$ cat src/rtl/sckl_pkg.sv
`timescale 1ns / 1ps
`default_nettype none

package sckl_pkg;

  // Input item kinds as they arrive on the input channel.
  localparam logic [2:0] KIND_TICK      = 3'd0;
  localparam logic [2:0] KIND_PASS_LED  = 3'd1;
  localparam logic [2:0] KIND_FAIL_LED  = 3'd2;
  localparam logic [2:0] KIND_TEST_LED  = 3'd3;
  localparam logic [2:0] KIND_BUZZ_TIME = 3'd4;
  localparam logic [2:0] KIND_BUZZ_SET  = 3'd5;
  localparam logic [2:0] KIND_SCAN      = 3'd6;

  // Bit positions in the upper chain byte.
  localparam int unsigned BIT_PASS = 0;
  localparam int unsigned BIT_FAIL = 1;
  localparam int unsigned BIT_BUZZ = 2;

  // Keypad geometry.
  localparam int unsigned SCAN_COLUMNS = 8;
  localparam int unsigned COL_W        = 4;
  localparam int unsigned ROW_W        = 4;
  localparam int unsigned KEY_W        = 32;

  // Default depths of the internal queues.
  localparam int unsigned OP_QUEUE_DEPTH  = 2;
  localparam int unsigned OUT_QUEUE_DEPTH = 2;

  // Operations handed from the front to the back.
  typedef enum logic [3:0] {
    OP_NONE,
    OP_TICK,
    OP_PASS_LED,
    OP_FAIL_LED,
    OP_TEST_LED,
    OP_BUZZ_TIME,
    OP_BUZZ_SET,
    OP_SCAN_BEGIN,
    OP_SCAN_SAMPLE
  } op_code_t;

  typedef struct packed {
    logic [2:0]  kind;
    logic        level;
    logic [15:0] duration;
    logic [3:0]  row_sample;
    logic        scan_begin;
  } in_item_t;

  typedef struct packed {
    logic [15:0] frame;
    logic        frame_sent;
    logic        test_led;
    logic [31:0] key_value;
    logic        key_valid;
    logic [15:0] buzzer_left;
  } out_item_t;

  // Classified operation; rows are already inverted to active high.
  typedef struct packed {
    op_code_t         code;
    logic             level;
    logic [15:0]      duration;
    logic [ROW_W-1:0] rows;
  } op_t;

endpackage

`default_nettype wire

$ cat src/rtl/sckl_fifo.sv
`timescale 1ns / 1ps
`default_nettype none

module sckl_fifo #(
  parameter int unsigned DEPTH = sckl_pkg::OP_QUEUE_DEPTH,
  parameter int unsigned WIDTH = 8
) (
  input  wire logic             clk,
  input  wire logic             rst_n,
  input  wire logic             push,
  output logic                  full,
  input  wire logic [WIDTH-1:0] wdata,
  input  wire logic             pop,
  output logic                  empty,
  output logic [WIDTH-1:0]      rdata
);

  localparam int unsigned PW = (DEPTH > 1) ? $clog2(DEPTH) : 1;
  localparam int unsigned CW = $clog2(DEPTH + 1);

  logic [WIDTH-1:0] mem_r [DEPTH];
  logic [PW-1:0]    wr_ptr_r, wr_ptr_nxt;
  logic [PW-1:0]    rd_ptr_r, rd_ptr_nxt;
  logic [CW-1:0]    count_r, count_nxt;
  logic             do_push, do_pop;

  assign full    = (count_r == CW'(DEPTH));
  assign empty   = (count_r == '0);
  assign do_push = push && !full;
  assign do_pop  = pop && !empty;
  assign rdata   = mem_r[rd_ptr_r];

  // Pointer and fill count update.
  always_comb begin
    wr_ptr_nxt = wr_ptr_r;
    rd_ptr_nxt = rd_ptr_r;
    count_nxt  = count_r;
    if (do_push) begin
      wr_ptr_nxt = (wr_ptr_r == PW'(DEPTH - 1)) ? '0 : wr_ptr_r + 1'b1;
    end
    if (do_pop) begin
      rd_ptr_nxt = (rd_ptr_r == PW'(DEPTH - 1)) ? '0 : rd_ptr_r + 1'b1;
    end
    if (do_push && !do_pop) begin
      count_nxt = count_r + 1'b1;
    end else if (do_pop && !do_push) begin
      count_nxt = count_r - 1'b1;
    end
  end

  always_ff @(posedge clk) begin
    if (!rst_n) begin
      wr_ptr_r <= '0;
      rd_ptr_r <= '0;
      count_r  <= '0;
    end else begin
      wr_ptr_r <= wr_ptr_nxt;
      rd_ptr_r <= rd_ptr_nxt;
      count_r  <= count_nxt;
    end
  end

  // Storage needs no reset; entries are read only after being written.
  always_ff @(posedge clk) begin
    if (do_push) begin
      mem_r[wr_ptr_r] <= wdata;
    end
  end

  a_count_range: assert property (@(posedge clk) disable iff (!rst_n)
    count_r <= CW'(DEPTH))
    else $error("fifo fill count beyond depth");

  a_push_only_grows: assert property (@(posedge clk) disable iff (!rst_n)
    (do_push && !do_pop) |=> (count_r == $past(count_r) + 1'b1))
    else $error("fifo count did not grow on a lone push");

  a_ptr_align: assert property (@(posedge clk) disable iff (!rst_n)
    (count_r == '0 || count_r == CW'(DEPTH)) |-> (rd_ptr_r == wr_ptr_r))
    else $error("fifo pointers disagree with fill count");

endmodule

`default_nettype wire

$ cat src/rtl/sckl_front.sv
`timescale 1ns / 1ps
`default_nettype none

module sckl_front (
  input  wire logic               in_push,
  output logic                    in_full,
  input  wire sckl_pkg::in_item_t in_item,
  output logic                    op_push,
  input  wire logic               op_full,
  output sckl_pkg::op_t           op
);

  // Accept whenever the operation queue has room.
  assign in_full = op_full;
  assign op_push = in_push && !op_full;

  // Classify the item into one operation for the back end.
  always_comb begin
    op.level    = in_item.level;
    op.duration = in_item.duration;
    op.rows     = ~in_item.row_sample;
    unique case (in_item.kind)
      sckl_pkg::KIND_TICK:      op.code = sckl_pkg::OP_TICK;
      sckl_pkg::KIND_PASS_LED:  op.code = sckl_pkg::OP_PASS_LED;
      sckl_pkg::KIND_FAIL_LED:  op.code = sckl_pkg::OP_FAIL_LED;
      sckl_pkg::KIND_TEST_LED:  op.code = sckl_pkg::OP_TEST_LED;
      sckl_pkg::KIND_BUZZ_TIME: op.code = sckl_pkg::OP_BUZZ_TIME;
      sckl_pkg::KIND_BUZZ_SET:  op.code = sckl_pkg::OP_BUZZ_SET;
      sckl_pkg::KIND_SCAN: begin
        op.code = in_item.scan_begin ? sckl_pkg::OP_SCAN_BEGIN : sckl_pkg::OP_SCAN_SAMPLE;
      end
      default:                  op.code = sckl_pkg::OP_NONE;
    endcase
  end

endmodule

`default_nettype wire

$ cat src/rtl/sckl_back.sv
`timescale 1ns / 1ps
`default_nettype none

module sckl_back (
  input  wire logic           clk,
  input  wire logic           rst_n,
  input  wire logic           op_empty,
  input  wire sckl_pkg::op_t  op,
  output logic                op_pop,
  output logic                res_push,
  input  wire logic           res_full,
  output sckl_pkg::out_item_t res
);

  logic [7:0]                    chain1_r, chain1_nxt;
  logic [7:0]                    chain0_r, chain0_nxt;
  logic [15:0]                   buzz_cnt_r, buzz_cnt_nxt;
  logic [sckl_pkg::COL_W-1:0]    col_r, col_nxt;
  logic [sckl_pkg::KEY_W-1:0]    acc_r, acc_nxt;
  logic                          test_r, test_nxt;
  logic [sckl_pkg::KEY_W-1:0]    acc_shift;
  logic [sckl_pkg::COL_W-1:0]    col_inc;
  logic                          sent, valid;
  logic [sckl_pkg::KEY_W-1:0]    key;

  // One operation per beat when the result queue has room.
  assign op_pop   = !op_empty && !res_full;
  assign res_push = op_pop;

  assign acc_shift = {acc_r[sckl_pkg::KEY_W-sckl_pkg::ROW_W-1:0], op.rows};
  assign col_inc   = col_r + 1'b1;

  // Execute the operation against the latch image and scan state.
  always_comb begin
    chain1_nxt   = chain1_r;
    chain0_nxt   = chain0_r;
    buzz_cnt_nxt = buzz_cnt_r;
    col_nxt      = col_r;
    acc_nxt      = acc_r;
    test_nxt     = test_r;
    sent         = 1'b0;
    valid        = 1'b0;
    key          = '0;
    unique case (op.code)
      sckl_pkg::OP_TICK: begin
        if (buzz_cnt_r != '0) begin
          buzz_cnt_nxt = buzz_cnt_r - 1'b1;
          if (buzz_cnt_r == 16'd1) begin
            chain1_nxt[sckl_pkg::BIT_BUZZ] = 1'b0;
            sent = 1'b1;
          end
        end
      end
      sckl_pkg::OP_PASS_LED: begin
        chain1_nxt[sckl_pkg::BIT_PASS] = op.level;
        sent = 1'b1;
      end
      sckl_pkg::OP_FAIL_LED: begin
        chain1_nxt[sckl_pkg::BIT_FAIL] = op.level;
        sent = 1'b1;
      end
      sckl_pkg::OP_TEST_LED: begin
        test_nxt = op.level;
      end
      sckl_pkg::OP_BUZZ_TIME: begin
        buzz_cnt_nxt = op.duration;
        chain1_nxt[sckl_pkg::BIT_BUZZ] = 1'b1;
        sent = 1'b1;
      end
      sckl_pkg::OP_BUZZ_SET: begin
        chain1_nxt[sckl_pkg::BIT_BUZZ] = op.level;
        sent = 1'b1;
      end
      sckl_pkg::OP_SCAN_BEGIN: begin
        col_nxt    = '0;
        acc_nxt    = '0;
        chain0_nxt = 8'hFE;
        sent       = 1'b1;
      end
      sckl_pkg::OP_SCAN_SAMPLE: begin
        if (col_inc >= sckl_pkg::COL_W'(sckl_pkg::SCAN_COLUMNS)) begin
          // Last column: report the key word, keep the column driven.
          key     = acc_shift;
          valid   = 1'b1;
          acc_nxt = '0;
          col_nxt = '0;
        end else begin
          acc_nxt    = acc_shift;
          col_nxt    = col_inc;
          chain0_nxt = ~(8'd1 << col_inc[2:0]);
          sent       = 1'b1;
        end
      end
      default: begin
      end
    endcase
  end

  // Result beat reflects the state after the operation.
  always_comb begin
    res.frame       = {chain1_nxt, chain0_nxt};
    res.frame_sent  = sent;
    res.test_led    = test_nxt;
    res.key_value   = key;
    res.key_valid   = valid;
    res.buzzer_left = buzz_cnt_nxt;
  end

  always_ff @(posedge clk) begin
    if (!rst_n) begin
      chain1_r   <= '0;
      chain0_r   <= '0;
      buzz_cnt_r <= '0;
      col_r      <= '0;
      acc_r      <= '0;
      test_r     <= 1'b0;
    end else if (op_pop) begin
      chain1_r   <= chain1_nxt;
      chain0_r   <= chain0_nxt;
      buzz_cnt_r <= buzz_cnt_nxt;
      col_r      <= col_nxt;
      acc_r      <= acc_nxt;
      test_r     <= test_nxt;
    end
  end

  a_col_range: assert property (@(posedge clk) disable iff (!rst_n)
    col_r < sckl_pkg::COL_W'(sckl_pkg::SCAN_COLUMNS))
    else $error("scan column out of range");

  a_key_no_frame: assert property (@(posedge clk) disable iff (!rst_n)
    (res_push && res.key_valid) |-> !res.frame_sent)
    else $error("completed scan also sent a frame");

  a_buzz_expire: assert property (@(posedge clk) disable iff (!rst_n)
    (op_pop && op.code == sckl_pkg::OP_TICK && buzz_cnt_r == 16'd1)
      |=> (buzz_cnt_r == '0 && !chain1_r[sckl_pkg::BIT_BUZZ]))
    else $error("buzzer did not switch off at count expiry");

endmodule

`default_nettype wire

$ cat src/rtl/shift_chain_keypad_led_buzzer.sv
// An accepted item is written into the operation queue; the back end pops it when the
// result queue has room and writes its result there, for the out_ ports.
// Throughput: one item per cycle while the result queue has room; the back end updates
// the latch image, buzzer counter and scan state, with short queues on both sides.
// Reset (rst_n low, synchronous) clears the latch image, buzzer count, scan
// column, key accumulator, test LED and both queues.
`timescale 1ns / 1ps
`default_nettype none

module shift_chain_keypad_led_buzzer #(
  parameter int unsigned OP_DEPTH  = sckl_pkg::OP_QUEUE_DEPTH,
  parameter int unsigned OUT_DEPTH = sckl_pkg::OUT_QUEUE_DEPTH
) (
  input  wire logic                clk,
  input  wire logic                rst_n,
  input  wire logic                in_push,
  output logic                     in_full,
  input  wire sckl_pkg::in_item_t  in_item,
  output logic                     out_empty,
  input  wire logic                out_pop,
  output sckl_pkg::out_item_t      out_item
);

  localparam int unsigned OP_W  = $bits(sckl_pkg::op_t);
  localparam int unsigned RES_W = $bits(sckl_pkg::out_item_t);

  sckl_pkg::op_t       front_op, back_op;
  sckl_pkg::out_item_t back_res;
  logic                op_push, op_full, op_empty, op_pop;
  logic                res_push, res_full;
  logic [OP_W-1:0]     op_rdata;
  logic [RES_W-1:0]    res_rdata;

  // Front: accept and classify.
  sckl_front u_front (
    .in_push (in_push),
    .in_full (in_full),
    .in_item (in_item),
    .op_push (op_push),
    .op_full (op_full),
    .op      (front_op)
  );

  // Operation queue between front and back.
  sckl_fifo #(
    .DEPTH (OP_DEPTH),
    .WIDTH (OP_W)
  ) u_op_q (
    .clk   (clk),
    .rst_n (rst_n),
    .push  (op_push),
    .full  (op_full),
    .wdata (front_op),
    .pop   (op_pop),
    .empty (op_empty),
    .rdata (op_rdata)
  );

  assign back_op = sckl_pkg::op_t'(op_rdata);

  // Back: execute against the stored state.
  sckl_back u_back (
    .clk      (clk),
    .rst_n    (rst_n),
    .op_empty (op_empty),
    .op       (back_op),
    .op_pop   (op_pop),
    .res_push (res_push),
    .res_full (res_full),
    .res      (back_res)
  );

  // Result queue toward the consumer.
  sckl_fifo #(
    .DEPTH (OUT_DEPTH),
    .WIDTH (RES_W)
  ) u_out_q (
    .clk   (clk),
    .rst_n (rst_n),
    .push  (res_push),
    .full  (res_full),
    .wdata (back_res),
    .pop   (out_pop),
    .empty (out_empty),
    .rdata (res_rdata)
  );

  assign out_item = sckl_pkg::out_item_t'(res_rdata);

endmodule

`default_nettype wire
$ cat config.mk
export PLATFORM = sky130hd
export DESIGN_NAME = shift_chain_keypad_led_buzzer
export DESIGN_NICKNAME = d
export VERILOG_FILES = /design/src/rtl/sckl_pkg.sv /design/src/rtl/sckl_fifo.sv /design/src/rtl/sckl_front.sv /design/src/rtl/sckl_back.sv /design/src/rtl/shift_chain_keypad_led_buzzer.sv
export SDC_FILE = /design/constraint.sdc
export NUM_CORES = 1
export LEC_CHECK = 0
export ABC_CLOCK_PERIOD_IN_PS = 7100
export BUFFER_PORTS_ARGS = -buffer_cell sky130_fd_sc_hd__buf_2
export CAP_MARGIN = 25
export CORE_MARGIN = 4
export CORE_UTILIZATION = 50
export CTS_CLUSTER_SIZE = 20
export DETAILED_ROUTE_END_ITERATION = 8
export PLACE_DENSITY = 0.68
export RECOVER_POWER = 25
export SLEW_MARGIN = 25
export SYNTH_ARGS = -nofsm -noshare
export SYNTH_HDL_FRONTEND = slang
export SYNTH_HIERARCHICAL = 1
export SYNTH_SLANG_ARGS = --single-unit
$ cat constraint.sdc
create_clock -name clk -period 7.1 [get_ports clk]
set_input_delay 0.355 -clock clk [delete_from_list [all_inputs] [get_ports clk]]
set_output_delay 0.355 -clock clk [all_outputs]
set_load 0.005 [all_outputs]
## After elaboration in Yosys (flattened, before gate mapping)

Memories as Yosys holds them, arrays and structs flattened. A register that Yosys moved wholly into a read port is not among the register bits.
Cells that the tools add are included.

- Output and inout port bits: 69
- Memory bits (writable): 174
- Memories kept: 2
- Flip-flop bits (word level): 68
- Bits of input ports: 29
- Word-level logic and storage cells: 112

- Bitwise operators: 2
- Shift operators: 1
- Add/subtract/negate cells: 10
- Muxes and demuxes: 40
- Reductions and logical operators: 27
- Equality and inequality tests: 17
- $lt $le $gt $ge: 1

Memories:

| name | depth | width | read ports | clocked after Yosys merged registers in | wr ports | line | source |
|---|---|---|---|---|---|---|---|
| u_out_q.mem_r | 2 | 62 | 1 | 1 | 1 | sckl_fifo.sv:21 | `logic [WIDTH-1:0] mem_r [DEPTH];` |
| u_op_q.mem_r | 2 | 25 | 1 | 1 | 1 | sckl_fifo.sv:21 |  |

Operator list:

| cell | count |
|---|---|
| 32-bit two-way mux | 2 |
| 28-bit one-hot mux with 2 select lines | 1 |
| 16-bit one-hot mux with 2 select lines | 1 |
| 28-bit two-way mux | 1 |
| 4-bit one-hot mux with 7 select lines | 1 |
| 1-bit two-way mux | 22 |
| 16-bit by 1-bit == test with 1-bit output, second input constant | 1 |
| 4-bit by 3-bit == test with 1-bit output, second input constant | 4 |
| 16-bit two-way mux | 1 |
| 8-bit one-hot mux with 2 select lines | 1 |
| 16-bit nonzero test | 1 |
| 16-bit by 1-bit subtractor with 16-bit output, second input constant | 1 |
| 1-bit logical AND | 10 |
| 3-bit == test, second input constant | 3 |
| 4-bit by 2-bit == test with 1-bit output, second input constant | 2 |
| 1-bit logical NOT | 8 |
| 2-bit two-way mux | 4 |
| 4-bit two-way mux | 2 |
| 8-bit two-way mux | 1 |
| 8-bit NOT | 1 |
| 4-bit one-hot mux with 2 select lines | 1 |
| 1-bit by 3-bit << shifter with 8-bit output, first input constant | 1 |
| 3-bit by 2-bit == test with 1-bit output, second input constant | 2 |
| 1-bit one-hot mux with 3 select lines | 2 |
| 15 further kinds | 24 |

## Depth between registers and ports, before layout

Gate-level depths: netlist (run 1).

- Word-level depth: 8
- Gate-level depth with buffers: 14
- Gate-level depth less buffers: 10

## Cells and area by module

Netlist (run 1), hierarchy kept.

Modules (own cells, without submodules):

| module | sequential area each (um^2) | cells each | area an instance (um^2) | times used |
|---|---|---|---|---|
| sckl_fifo at u_out_q | 4124.0 | 233 | 5068.6 | 1 |
| sckl_back | 1201.2 | 489 | 3870.0 | 1 |
| sckl_fifo at u_op_q | 1601.5 | 103 | 2037.0 | 1 |
| sckl_front | 0.0 | 32 | 215.2 | 1 |

## Worst setup path before layout (run 1)

Ideal clock, no wire load.

- Path kind: register to register
- Start point: register u_out_q.count_r[0]
- End point: memory u_out_q/mem_r[0][0] in the netlist's numbering (enable)
- Clock period less this slack: 4.911 ns
- Setup time: 0.482 ns
- Setup slack: 2.189 ns
- Data arrival time: 4.430 ns
- Cell stages (with the launch flop): 11
- Required time: 6.618 ns
- Path buffers: 4
- Cells stage by stage: dfxtp_1 -> nand2b_1 -> inv_2 -> or2_2 -> clkbuf_1 -> inv_1 -> buf_2 -> buf_1 -> buf_4 -> inv_1 -> nor3_2

- Cells in the longest elaborated chain, start to end: 6

RTL lines:

| item | line | source |
|---|---|---|
| start, declared | sckl_fifo.sv:24 | `logic [CW-1:0] count_r, count_nxt;` |
| start signal, assigned | sckl_fifo.sv:59 | `count_r <= count_nxt;` |
| 2-bit == test | sckl_fifo.sv:27 | `assign full = (count_r == CW'(DEPTH));` |
| via res_full | shift_chain_keypad_led_buzzer.sv:30 | `logic res_push, res_full;` |
| 1-bit logical NOT | sckl_back.sv:27 | `assign op_pop = !op_empty && !res_full;` |
| 1-bit logical AND | sckl_back.sv:27 |  |
| via op_pop | shift_chain_keypad_led_buzzer.sv:29 | `logic op_push, op_full, op_empty, op_pop;` |
| 1-bit logical AND | sckl_fifo.sv:29 | `assign do_push = push && !full;` |
| 1-bit two-way mux | sckl_fifo.sv:65 | `if (do_push) begin` |
| 1-bit two-way mux (not written as such) | sckl_fifo.sv:66 | `mem_r[wr_ptr_r] <= wdata;` |
| end, declared | sckl_fifo.sv:21 |  |

The timed path passes the listed nets, and every way through them passes these cells.

==> results of run 1 <==
[per-layer routing]
| layer | GRT usage | vias up |
|---|---|---|
| li1 | - | 3286 |
| met1 | 0.2550 | 3206 |
| met2 | 0.2699 | 210 |
| met3 | 0.02706 | 35 |
| met4 | 0.04424 | 0 |
| met5 | 0 | - |
[layout make-up]
type	instances	area, um^2
clock buffers	36	749.5
clock inverters	12	165.2
fillers	1794	9361
inverters	24	90.09
multi-input cells	505	3705
flip-flops and latches	254	6927
well taps	280	350.3
repair buffers	108	543.0
[cell families (layout without fill, tap and decap cells)]
| kind of cell | Yosys count | after routing |
|---|---|---|
| flip-flops | 254 | 254 |
| AND/OR/NAND/NOR | 231 | 231 |
| AO/OA/AOI/OAI | 150 | 150 |
| buffers and inverters | 102 | 180 |
| multiplexers | 97 | 97 |
| adder cells (fa/ha/maj) | 11 | 11 |
| XOR/XNOR | 11 | 11 |
| other | 1 | 5 |
[worst max-delay path, delay by kind of cell, from the launching register on]
kind                   cells  cell delay, ns
muxes                      1            0.55
DFF                        1            2.53
buffers and inverters      1            0.13
[path summary, 6_finish.rpt]
kind,from,to,cells after the start
hold / removal,in_item[5],u_op_q/mem_r[1][4],1
setup / recovery,flip-flop,out_item[0],2
setup reg to reg,u_out_q/count_r[0],u_out_q/mem_r[0][26],8
hold reg to reg,u_back/chain0_r[3],u_back/chain0_r[3],1
[synthesized netlist by cell type, types with 3 or more instances]
cell        n  area [um^2]
a211oi_1    3        22.52
a21boi_0    5        37.54
a21boi_1    3        22.52
a21o_1      5        37.54
a21oi_1    12        60.06
a22oi_1    35        262.8
a31oi_1    12        75.07
a41oi_1     3        26.28
and2_1     39        244.0
and3_1      8        50.05
buf_2      19        95.09
buf_4      33        247.7
buf_6       7        78.83
clkbuf_1   18        67.56
dfxtp_1    70         1401
edfxtp_1  184         5525
ha_1       11        137.6
inv_1      21        78.83
mux2_1     30        337.8
mux2_2     65        732.0
nand2_1    32        120.1
nand2b_1    8        50.05
nand3_1     9        45.04
nand4_1     7        43.79
nor2_1     62        232.7
nor2b_1     4        25.02
nor3_1     23        115.1
nor4_4      3        63.81
o211ai_1    6        45.04
o21a_1      8        60.06
o21ai_0    25        125.1
o21ai_1     8        40.04
o221a_2     3        33.78
o221ai_1    5        43.79
or3_1       6        37.54
or3b_1      3        26.28
or4_1       5        37.54
xnor2_1     7        61.31
xor2_1      4        35.03
[registers in the layout, summed over array words and instances (netlist names), 3 cells and up, named ones only]
signal             cells
u_back/acc_r          28
u_back/chain1_r        3
u_back/buzz_cnt_r     16
u_back/col_r           4
u_op_q/mem_r          50
u_out_q/mem_r        134
u_back/chain0_r        8
[power groups by stage]
stage	sequential (uW)	combinational, uW	clock [uW]
final	2250	1800	1420
after global routing	2300	1990	1520
after CTS	2260	1820	1460
after detailed placement	2290	1800	0
after global placement	2270	1790	0
after floorplan	2190	1360	0
[metrics by stage]
step | utilization | setup slack [ns]
floorplan | - | 2.189
global placement | 0.5314 | 3.820
detailed placement | 0.5317 | 3.730
CTS | 0.5748 | 3.696
global route | 0.5724 | 2.669
finish | 0.5724 | 2.988
==> metrics.csv, run 1 <==
stage,metric,value,unit
yosys,post-synthesis xor/xnor area fraction,0.008609,
worst_setup_path,Crit path largest cell delay,2.53,ns
pwr,Sw Pwr,1766,uW
yosys,post-synthesis sequential area ratio,0.6190,
yosys,Compound-Gate Fraction of Synth Area,0.09302,
clock_network,Skew-Pair Late Insertion Delay,0.52,ns
timing,worst clock skew,0.01381,ns
yosys,cell count after synthesis,857,
detailed_routing,drt via density,5.527,
pwr,clock power share,0.260,
clock_network,post-CTS setup buffers,0,
final_layout,nets,959,
pwr,maximum VDD drop,0.2549,mV
pwr,Tot Pwr,5475,uW
final_layout,fin area,12530,um^2
clock_network,Post-CTS Resized,0,
die,Die ar.,24840,um^2
timing,Fin. Hold Viols,0,
worst_setup_path,type of origin of the critical path,flip-flop,
grt,largest net degree at the start of global routing,68,
clock_network,hold_buf cts,3,
timing,total negative slack,0,ns
timing,Final period util,0.5791,
pwr,Internal Power,3709,uW
pwr,Power Density,437.0,nW/um^2
timing,RSZ-0062 raised after global routing,no,
yosys,simple-gate area share of the yosys netlist,0.1173,
timing,fin crit period,4.112,ns
die,core region area,21890,um^2
grt,vias in the first global route,6549,
outcome,status,"finished, violations left",
placed_design,dpl cells,1168,
final_layout,"most common cell after layout, fill and taps aside",edfxtp_1,
final_layout,most frequent cells in the layout,"184 x edfxtp_1, 80 x buf_2, 70 x dfxtp_1, 62 x nor2_1, 60 x mux2_2",
detailed_routing,drc violations,0,
min_path,worst hold-check path type,in -> reg,
final_layout,final cell count without fillers,1219,
worst_setup_path,slowest cell on the critical path,dfxtp_1,
detailed_routing,Top Metal Used,met4,
flow_run,maxcap violations,1,
grt,global-route wire length before repair,34.41,mm
placed_design,port buffer count,97,
detailed_routing,WL met3,1.505,mm
worst_setup_path,Setup CP Type,reg -> out,
detailed_routing,Detailed Route Iter0 Violations,490,
worst_setup_path,data required time of the worst path,6.74,ns
die,site row count,54,
clock_network,clock slew at reported path FFs,0.06,ns
timing,# setup viols final,0,
yosys,asr flop ratio synth,0,
outcome,failing checks,"capacitance limit, slew limit",
clock_network,maximum clock path buffer count,3,
timing,fmax,243.2,MHz
grt,All-Layer GR Usage,0.1727,
grt,initial antenna violation count,0,
yosys,post-synthesis cell area,11190,um^2
clock_network,clk sink count,254,
yosys,syn avg cell area,13.06,um^2
clock_network,CTS tree,built,
detailed_routing,Vias,6737,
detailed_routing,wire length on met1,10.05,mm
clock_network,htree depth,1,
grt,grt ovf,0,
yosys,main combinational cell family by area after synthesis,simple AND/OR/NAND/NOR gates,
worst_setup_path,crit path max fanout,67,
placed_design,dpl hpwl,13.27,mm
yosys,multiplexer share of the synthesized area,0.09738,
yosys,"flops & latches, synth",254,
detailed_routing,WL met2,9.551,mm
yosys,post-synthesis cell type count,76,
yosys,"EDFF count, synth",184,
final_layout,ANT cells,0,
worst_setup_path,crit-path cells,mux2_2 > buf_2,
placed_design,DP Area,11640,um^2
die,Chip Width,157.6,um
pwr,Switching Fraction,0.3226,
yosys,Adder-Cell Fraction of Synth Area,0.01230,
clock_network,CTS buffer count,26,
worst_setup_path,crit path DAT,3.76,ns
worst_setup_path,Crit. End Element,output pin,
detailed_routing,DR pass1 iterations,5,
timing,Max transition margin,-1.166,
pwr,leakage,0.004515,uW
worst_setup_path,R2R setup slack,3.08,ns
detailed_routing,WL final,21.53,mm
detailed_routing,average wire per standard cell,17.66,um
pwr,Seq pwr share,0.411,
yosys,Synth Flop Type,edfxtp_1,
die,Boundary Pins,98,
final_layout,Layout area overhead,11.96,%
die,die height,157.6,um
final_layout,share of cells above drive strength 1,0.2236,
timing,Worst-Margin Slew,3.245,ns
timing,worst hold margin,0.02342,ns
placed_design,GPL Wtd Cong,0.8789,
clock_network,Clock Tree Root,clkbuf_16,
yosys,Synthesis Warnings,6,
pwr,combinational power share,0.328,
timing,Max Slew Vio Count,68,
die,Starting Density,0.5112,
detailed_routing,Post-DRT Antenna Nets,0,
No activity file was read; power rests on OpenSTA's default activity.
==> run 2: changes to the inputs <==
--- a/config.mk
+++ b/config.mk
@@ -5,14 +5,14 @@
 export SDC_FILE = /design/constraint.sdc
 export NUM_CORES = 1
 export LEC_CHECK = 0
-export ABC_CLOCK_PERIOD_IN_PS = 7100
+export ABC_CLOCK_PERIOD_IN_PS = 3660
 export BUFFER_PORTS_ARGS = -buffer_cell sky130_fd_sc_hd__buf_2
 export CAP_MARGIN = 25
 export CORE_MARGIN = 4
 export CORE_UTILIZATION = 50
 export CTS_CLUSTER_SIZE = 20
 export DETAILED_ROUTE_END_ITERATION = 8
-export PLACE_DENSITY = 0.68
+export PLACE_DENSITY = 0.7
 export RECOVER_POWER = 25
 export SLEW_MARGIN = 25
 export SYNTH_ARGS = -nofsm -noshare
==> constraint.sdc (replaced) <==
create_clock -name clk -period 3.66 [get_ports clk]
set_input_delay 0.183 -clock clk [delete_from_list [all_inputs] [get_ports clk]]
set_output_delay 0.183 -clock clk [all_outputs]
set_load 0.005 [all_outputs]
==> metrics.csv, run 2 (synthesis gave the netlist of run 1 again) <==
stage,metric,value,unit,change
outcome,status,"finished, violations left",,unchanged
outcome,failing checks,"capacitance limit, slew limit",,unchanged
final_layout,Largest Register,u_out_q/mem_r,,unchanged
timing,fmax,327.0,MHz,
worst_setup_path,data required time of the worst path,3.99,ns,was 6.74 ns
detailed_routing,DR pass1 iterations,5,,unchanged
worst_setup_path,slowest cell on the critical path,mux2_1,,was dfxtp_1
worst_setup_path,Setup CP Type,reg -> reg,,was reg -> out
timing,Final period util,0.8356,,
pwr,combinational power share,0.327,,was 0.328
pwr,Switching Fraction,0.3203,,was 0.3226
clock_network,maximum clock path buffer count,3,,unchanged
worst_setup_path,type of origin of the critical path,flip-flop,,unchanged
detailed_routing,drc violations,0,,unchanged
detailed_routing,Vias,7056,,was 6737
final_layout,max FFs per register,134,,unchanged
grt,initial antenna violation count,0,,unchanged
die,die height,157.6,um,unchanged
worst_setup_path,Crit path largest cell delay,0.66,ns,was 2.53 ns
die,Chip Width,157.6,um,unchanged
worst_setup_path,Worst path top cell family by delay,simple AND/OR/NAND/NOR gates,,was flip-flops
worst_setup_path,crit-path cells,buf_4 > mux2_1 > nor2_1 > nand3_1 > nand2_1 > nor2_1 > a311oi_1,,was mux2_2 > buf_2
timing,# setup viols final,0,,unchanged
clock_network,CTS buffer count,27,,was 26
die,Die ar.,24840,um^2,unchanged
pwr,leakage,0.004701,uW,was 0.004515 uW
timing,Fin. Hold Viols,0,,unchanged
final_layout,multi-input logic area,3711,um^2,was 3705 um^2
final_layout,most frequent cells in the layout,"184 x edfxtp_1, 78 x buf_2, 69 x dfxtp_1, 62 x nor2_1, 61 x mux2_2",,"was 184 x edfxtp_1, 80 x buf_2, 70 x dfxtp_1, 62 x nor2_1, 60 x mux2_2"
detailed_routing,WL final,22.92,mm,was 21.53 mm
detailed_routing,Detailed Route Iter0 Violations,518,,was 490
timing,worst clock skew,0.01281,ns,was 0.01381 ns
die,core region area,21890,um^2,unchanged
placed_design,GPL Wtd Cong,0.9164,,was 0.8789
worst_setup_path,crit path DAT,3.38,ns,was 3.76 ns
pwr,Seq pwr share,0.397,,was 0.411
placed_design,port buffer count,97,,unchanged
die,Boundary Pins,98,,unchanged
final_layout,final cell count without fillers,1249,,was 1219
final_layout,Layout area overhead,15.61,%,was 11.96%
worst_setup_path,WP buf/inv,1,,unchanged
grt,global-route wire length before repair,36.39,mm,was 34.41 mm
timing,RSZ-0062 raised after global routing,no,,unchanged
clock_network,clk sink count,254,,unchanged
pwr,maximum VDD drop,0.4088,mV,was 0.2549 mV
flow_run,maxcap violations,1,,unchanged
clock_network,post-CTS setup buffers,0,,unchanged
detailed_routing,average wire per standard cell,18.35,um,was 17.66 um
die,Starting Density,0.5112,,unchanged
worst_setup_path,crit path max fanout,23,,was 67
placed_design,dpl hpwl,14.62,mm,was 13.27 mm
worst_setup_path,Most Frequent Cell on Critical Path,nor2_1,,
die,site row count,54,,unchanged
clock_network,Clock Tree Root,clkbuf_16,,unchanged
timing,Worst-Margin Slew,1.720,ns,was 3.245 ns
worst_setup_path,Crit. End Element,flip-flop,,was output pin
final_layout,Layout fillers,1789,,was 1794
pwr,clock power share,0.275,,was 0.260
final_layout,share of cells above drive strength 1,0.2322,,was 0.2236
grt,vias in the first global route,6916,,was 6549
timing,Max transition margin,-0.1464,,was -1.166
final_layout,ANT cells,0,,unchanged
clock_network,Skew-Pair Late Insertion Delay,0.53,ns,was 0.52 ns
grt,All-Layer GR Usage,0.1845,,was 0.1727
grt,largest net degree at the start of global routing,68,,unchanged
final_layout,Top Registers,"u_out_q/mem_r: 134 flops, u_op_q/mem_r: 50 flops, u_back/acc_r: 28 flops",,unchanged
clock_network,htree depth,1,,unchanged
detailed_routing,drt via density,5.649,,was 5.527
grt,grt ovf,0,,unchanged
placed_design,dpl cells,1176,,was 1168
pwr,Sw Pwr,3528,uW,was 1766 uW
min_path,worst hold-check path type,in -> reg,,unchanged
pwr,Internal Power,7487,uW,was 3709 uW
clock_network,clock slew at reported path FFs,0.06,ns,about the same
timing,fin crit period,3.058,ns,
clock_network,CTS tree,built,,unchanged
timing,total negative slack,0,ns,unchanged
final_layout,"most common cell after layout, fill and taps aside",edfxtp_1,,unchanged
detailed_routing,Post-DRT Antenna Nets,0,,unchanged
final_layout,nets,988,,was 959
timing,Max Slew Vio Count,68,,unchanged
pwr,Power Density,851.4,nW/um^2,was 437.0 nW/um^2
final_layout,Sequential Area,6928,um^2,was 6927 um^2
==> run 2: cell count changes in the layout (fill, tap and decap cells not counted), sizes merged <==
cell,previous run,this run
bufinv,4,7
inv,23,25
buf,85,92
clkinv,8,6
dlygate4sd3,3,23
==> run 2: through the flow <==
stage	area, um^2	worst slack [ns]	util	total power, uW	hold slack, ns
final	12940	0.6015	0.5910	11020	0.05160
after global routing	12940	0.3953	0.5910	11650	0.03430
after CTS	12980	0.7832	0.5928	11120	0.02179
after detailed placement	11730	0.8019	0.5358	8030	0.3753
after global placement	11730	0.8882	0.5358	7970	0.3711
after floorplan	11220	0.001806	-	6874	0.3006
==> run 2: worst register-to-register path: stages (launching register included) <==
cell and delay (ns):
dfxtp_1 0.35, buf_4 0.31, mux2_1 0.67, nor2_1 0.24
nand3_1 0.56, nand2_1 0.39, nor2_1 0.07, a311oi_1 0.26
==> run 2: repair_timing <==
action                                 4_1_cts  5_1_grt
hold buffers                                23        0
endpoints found under the hold margin       46        0
gates resized for setup                      0        0
==> run 2: per-layer routing <==
metal	track usage	vias up	wire length [um]
met5	0	-	0
met4	0.05612	0	417
met3	0.02679	35	1291
met2	0.2959	214	10850
met1	0.2631	3452	10360
li1	-	3355	-
==> run 2: final timing paths <==
path	slack, ns	endpoint	startpoint	depth (start not counted)
worst max-delay path	0.60	u_out_q/mem_r[1][0]	flip-flop	7
worst min-delay path	0.05	u_op_q/mem_r[0][23]	in_item[24]	2
worst max register to register	0.60	u_out_q/mem_r[1][0]	flip-flop	7
worst min register to register	0.47	u_back/chain0_r[3]	u_back/chain0_r[3]	1
==> run 2: layout make-up <==
type,count,share of cell area
clock inverter,15,0.02012
inverter,24,0.006963
timing repair buffer,136,0.06509
tap,280,0.02708
multi-input combinational,505,0.2868
clock buffer,35,0.05841
sequential,254,0.5355
==> run 2: power groups by stage <==
stage | Combinational, uW | Clock [uW] | Sequential [uW]
floorplan | 2640 | 0 | 4230
global placement | 3570 | 0 | 4400
detailed placement | 3590 | 0 | 4440
CTS | 3640 | 3100 | 4380
global route | 3960 | 3230 | 4460
finish | 3610 | 3030 | 4380
==> run 3: changes to the inputs <==
--- a/config.mk
+++ b/config.mk
@@ -5,7 +5,7 @@
 export SDC_FILE = /design/constraint.sdc
 export NUM_CORES = 1
 export LEC_CHECK = 0
-export ABC_CLOCK_PERIOD_IN_PS = 3660
+export ABC_CLOCK_PERIOD_IN_PS = 2800
 export BUFFER_PORTS_ARGS = -buffer_cell sky130_fd_sc_hd__buf_2
 export CAP_MARGIN = 25
 export CORE_MARGIN = 4
==> constraint.sdc (replaced) <==
create_clock -name clk -period 2.8 [get_ports clk]
set_input_delay 0.14 -clock clk [delete_from_list [all_inputs] [get_ports clk]]
set_output_delay 0.14 -clock clk [all_outputs]
set_load 0.005 [all_outputs]
==> metrics.csv, run 3 (synthesis gave the netlist of run 1 again) <==
stage,metric,value,unit,change
timing,Worst-Margin Slew,1.006,ns,was 1.720 ns
die,core region area,21890,um^2,unchanged
worst_setup_path,type of origin of the critical path,flip-flop,,unchanged
clock_network,maximum clock path buffer count,3,,unchanged
grt,vias in the first global route,6801,,was 6916
placed_design,dpl hpwl,14.05,mm,was 14.62 mm
detailed_routing,Vias,6991,,was 7056
clock_network,CTS tree,built,,unchanged
min_path,hold_sp,in_item[24],,unchanged
grt,initial antenna violation count,0,,unchanged
final_layout,share of cells above drive strength 1,0.2410,,was 0.2322
worst_setup_path,R2R setup slack,0.22,ns,was 0.60 ns
timing,fmax,388.1,MHz,was 327.0 MHz
clock_network,clock slew at reported path FFs,0.06,ns,about the same
placed_design,GPL Wtd Cong,0.9299,,was 0.9164
final_layout,nets,994,,was 988
min_path,hold depth,2,,unchanged
worst_setup_path,crit-path cells,buf_4 > mux2_2 > nor4b_4 > and3_1 > buf_4 > a22oi_1 > nor2_1,,was buf_4 > mux2_1 > nor2_1 > nand3_1 > nand2_1 > nor2_1 > a311oi_1
grt,met2 Usage GRT,0.2878,,was 0.2959
timing,worst clock skew,0.01141,ns,was 0.01281 ns
timing,Max transition margin,0.3293,,was -0.1464
grt,grt met1 use,0.2621,,was 0.2631
detailed_routing,WL final,22.29,mm,was 22.92 mm
placed_design,port buffer count,97,,unchanged
final_layout,Top Registers,"u_out_q/mem_r: 134 flops, u_op_q/mem_r: 50 flops, u_back/acc_r: 28 flops",,unchanged
clock_network,clk sink count,254,,unchanged
final_layout,"most common cell after layout, fill and taps aside",edfxtp_1,,unchanged
clock_network,Skew-Pair Late Insertion Delay,0.53,ns,about the same
detailed_routing,average wire per standard cell,17.76,um,was 18.35 um
timing,fin crit period,2.577,ns,was 3.058 ns
final_layout,Largest Register,u_out_q/mem_r,,unchanged
worst_setup_path,Crit path largest cell delay,0.45,ns,was 0.66 ns
clock_network,Clock Tree Root,clkbuf_16,,unchanged
grt,global-route wire length before repair,35.77,mm,was 36.39 mm
die,Chip Width,157.6,um,unchanged
die,Starting Density,0.5112,,unchanged
detailed_routing,DR pass1 iterations,5,,unchanged
timing,Fin. Hold Viols,0,,unchanged
worst_setup_path,Worst Reg-to-Reg Cells,7,,unchanged
worst_setup_path,data required time of the worst path,3.23,ns,was 3.99 ns
timing,Final period util,0.9203,,was 0.8356
die,Boundary Pins,98,,unchanged
timing,RSZ-0062 raised after global routing,no,,unchanged
worst_setup_path,RR Endpoint,u_back/acc_r[18],,was u_out_q/mem_r[1][0]
grt,largest net degree at the start of global routing,69,,was 68
grt,All-Layer GR Usage,0.1795,,was 0.1845
clock_network,post-CTS setup buffers,0,,unchanged
pwr,Tot Pwr,14230,uW,was 11020 uW
clock_network,CTS buffer count,27,,unchanged
final_layout,Final Util,0.5912,,was 0.5910
pwr,leakage,0.004699,uW,was 0.004701 uW
min_path,worst hold-check path type,in -> reg,,unchanged
grt,GR peak layer,met2,,unchanged
grt,grt ovf,0,,unchanged
final_layout,ANT cells,0,,unchanged
final_layout,Layout area overhead,15.64,%,was 15.61%
detailed_routing,drc violations,0,,unchanged
pwr,maximum VDD drop,0.6284,mV,was 0.4088 mV
worst_setup_path,slowest cell on the critical path,nor4b_4,,was mux2_1
worst_setup_path,Crit. End Element,flip-flop,,unchanged
die,die height,157.6,um,unchanged
min_path,"Endpoint, Worst Hold",u_op_q/mem_r[1][23],,was u_op_q/mem_r[0][23]
worst_setup_path,Setup CP Type,reg -> reg,,unchanged
timing,# setup viols final,0,,unchanged
worst_setup_path,Most Frequent Cell on Critical Path,buf_4,,was nor2_1
die,Die ar.,24840,um^2,unchanged
final_layout,most frequent cells in the layout,"184 x edfxtp_1, 79 x buf_2, 69 x dfxtp_1, 65 x mux2_2, 62 x nor2_1",,"was 184 x edfxtp_1, 78 x buf_2, 69 x dfxtp_1, 62 x nor2_1, 61 x mux2_2"
detailed_routing,Post-DRT Antenna Nets,0,,unchanged
outcome,status,"complete, no violations",,"was finished, violations left"
worst_setup_path,crit path max fanout,26,,was 23
pwr,Power Density,1099,nW/um^2,was 851.4 nW/um^2
final_layout,max FFs per register,134,,unchanged
detailed_routing,Detailed Route Iter0 Violations,436,,was 518
clock_network,Post-CTS Resized,0,,unchanged
grt,met3 Usage GRT,0.02597,,was 0.02679
flow_run,maxcap violations,0,,was 1
clock_network,htree depth,1,,unchanged
timing,Max Slew Vio Count,0,,was 68
die,site row count,54,,unchanged
worst_setup_path,crit path DAT,3.01,ns,was 3.38 ns
detailed_routing,drt via density,5.571,,was 5.649
## run 3: cell type report
cell class / count / area [um^2]
Sequential cell: 254 / 6928
Tap cell: 280 / 350.3
Clock inverter: 14 / 230.2
Inverter: 24 / 97.59
Clock buffer: 36 / 719.4
Fill cell: 1751 / 8950
Multi-Input combinational cell: 505 / 3721
Timing Repair Buffer: 142 / 894.6
## run 3: worst max path at each step
stage,startpoint,end,cells after the start
6_report,flip-flop,u_back/acc_r[18],7
5_1_grt,flip-flop,u_back/acc_r[18],7
4_1_cts,flip-flop,u_back/acc_r[18],7
3_3_place_gp,flip-flop,u_back/col_r[0],7
3_5_place_dp,flip-flop,u_out_q/mem_r[0][3],7
2_1_floorplan,u_out_q/count_r[0],u_out_q/mem_r[0][0],10
## run 3: timing repair
item	4_1_cts	5_1_grt
hold buffers	24	0
setup endpoints to repair	0	0
hold endpoints to repair	46	0
## run 3: per-stage QoR
stage	area, um^2	cells	setup TNS (ns)	hold WS (ns)	setup WS (ns)
finish	12940	1255	0	0.03363	0.2233
CTS	12980	1255	0	0.005532	0.2529
detailed placement	11790	1181	0	0.3314	0.2815
global route	12940	1255	0	0.02379	0.08894
floorplan	11260	861	-36.60	0.2576	-0.5396
global placement	11790	1181	0	0.3270	0.3723
## run 3: critical path: cells and delay by family, from the launching register on
kind | cells | cell delay (ns)
compound gates | 1 | 0.12
buf+inv | 2 | 0.54
flops | 1 | 0.37
mux | 1 | 0.44
simple gates | 3 | 1.01
## run 3: report_power, final
part / internal (uW) / switching [uW]
clock network: 2360 / 1400
logic: 2060 / 2760
registers: 5240 / 414
## run 3: routing by layer
| layer | routed length, um | part of all wire |
|---|---|---|
| met1 | 10450 | 0.47 |
| met2 | 10240 | 0.46 |
| met3 | 1277 | 0.057 |
| met4 | 325 | 0.015 |
| met5 | 0 | 0 |
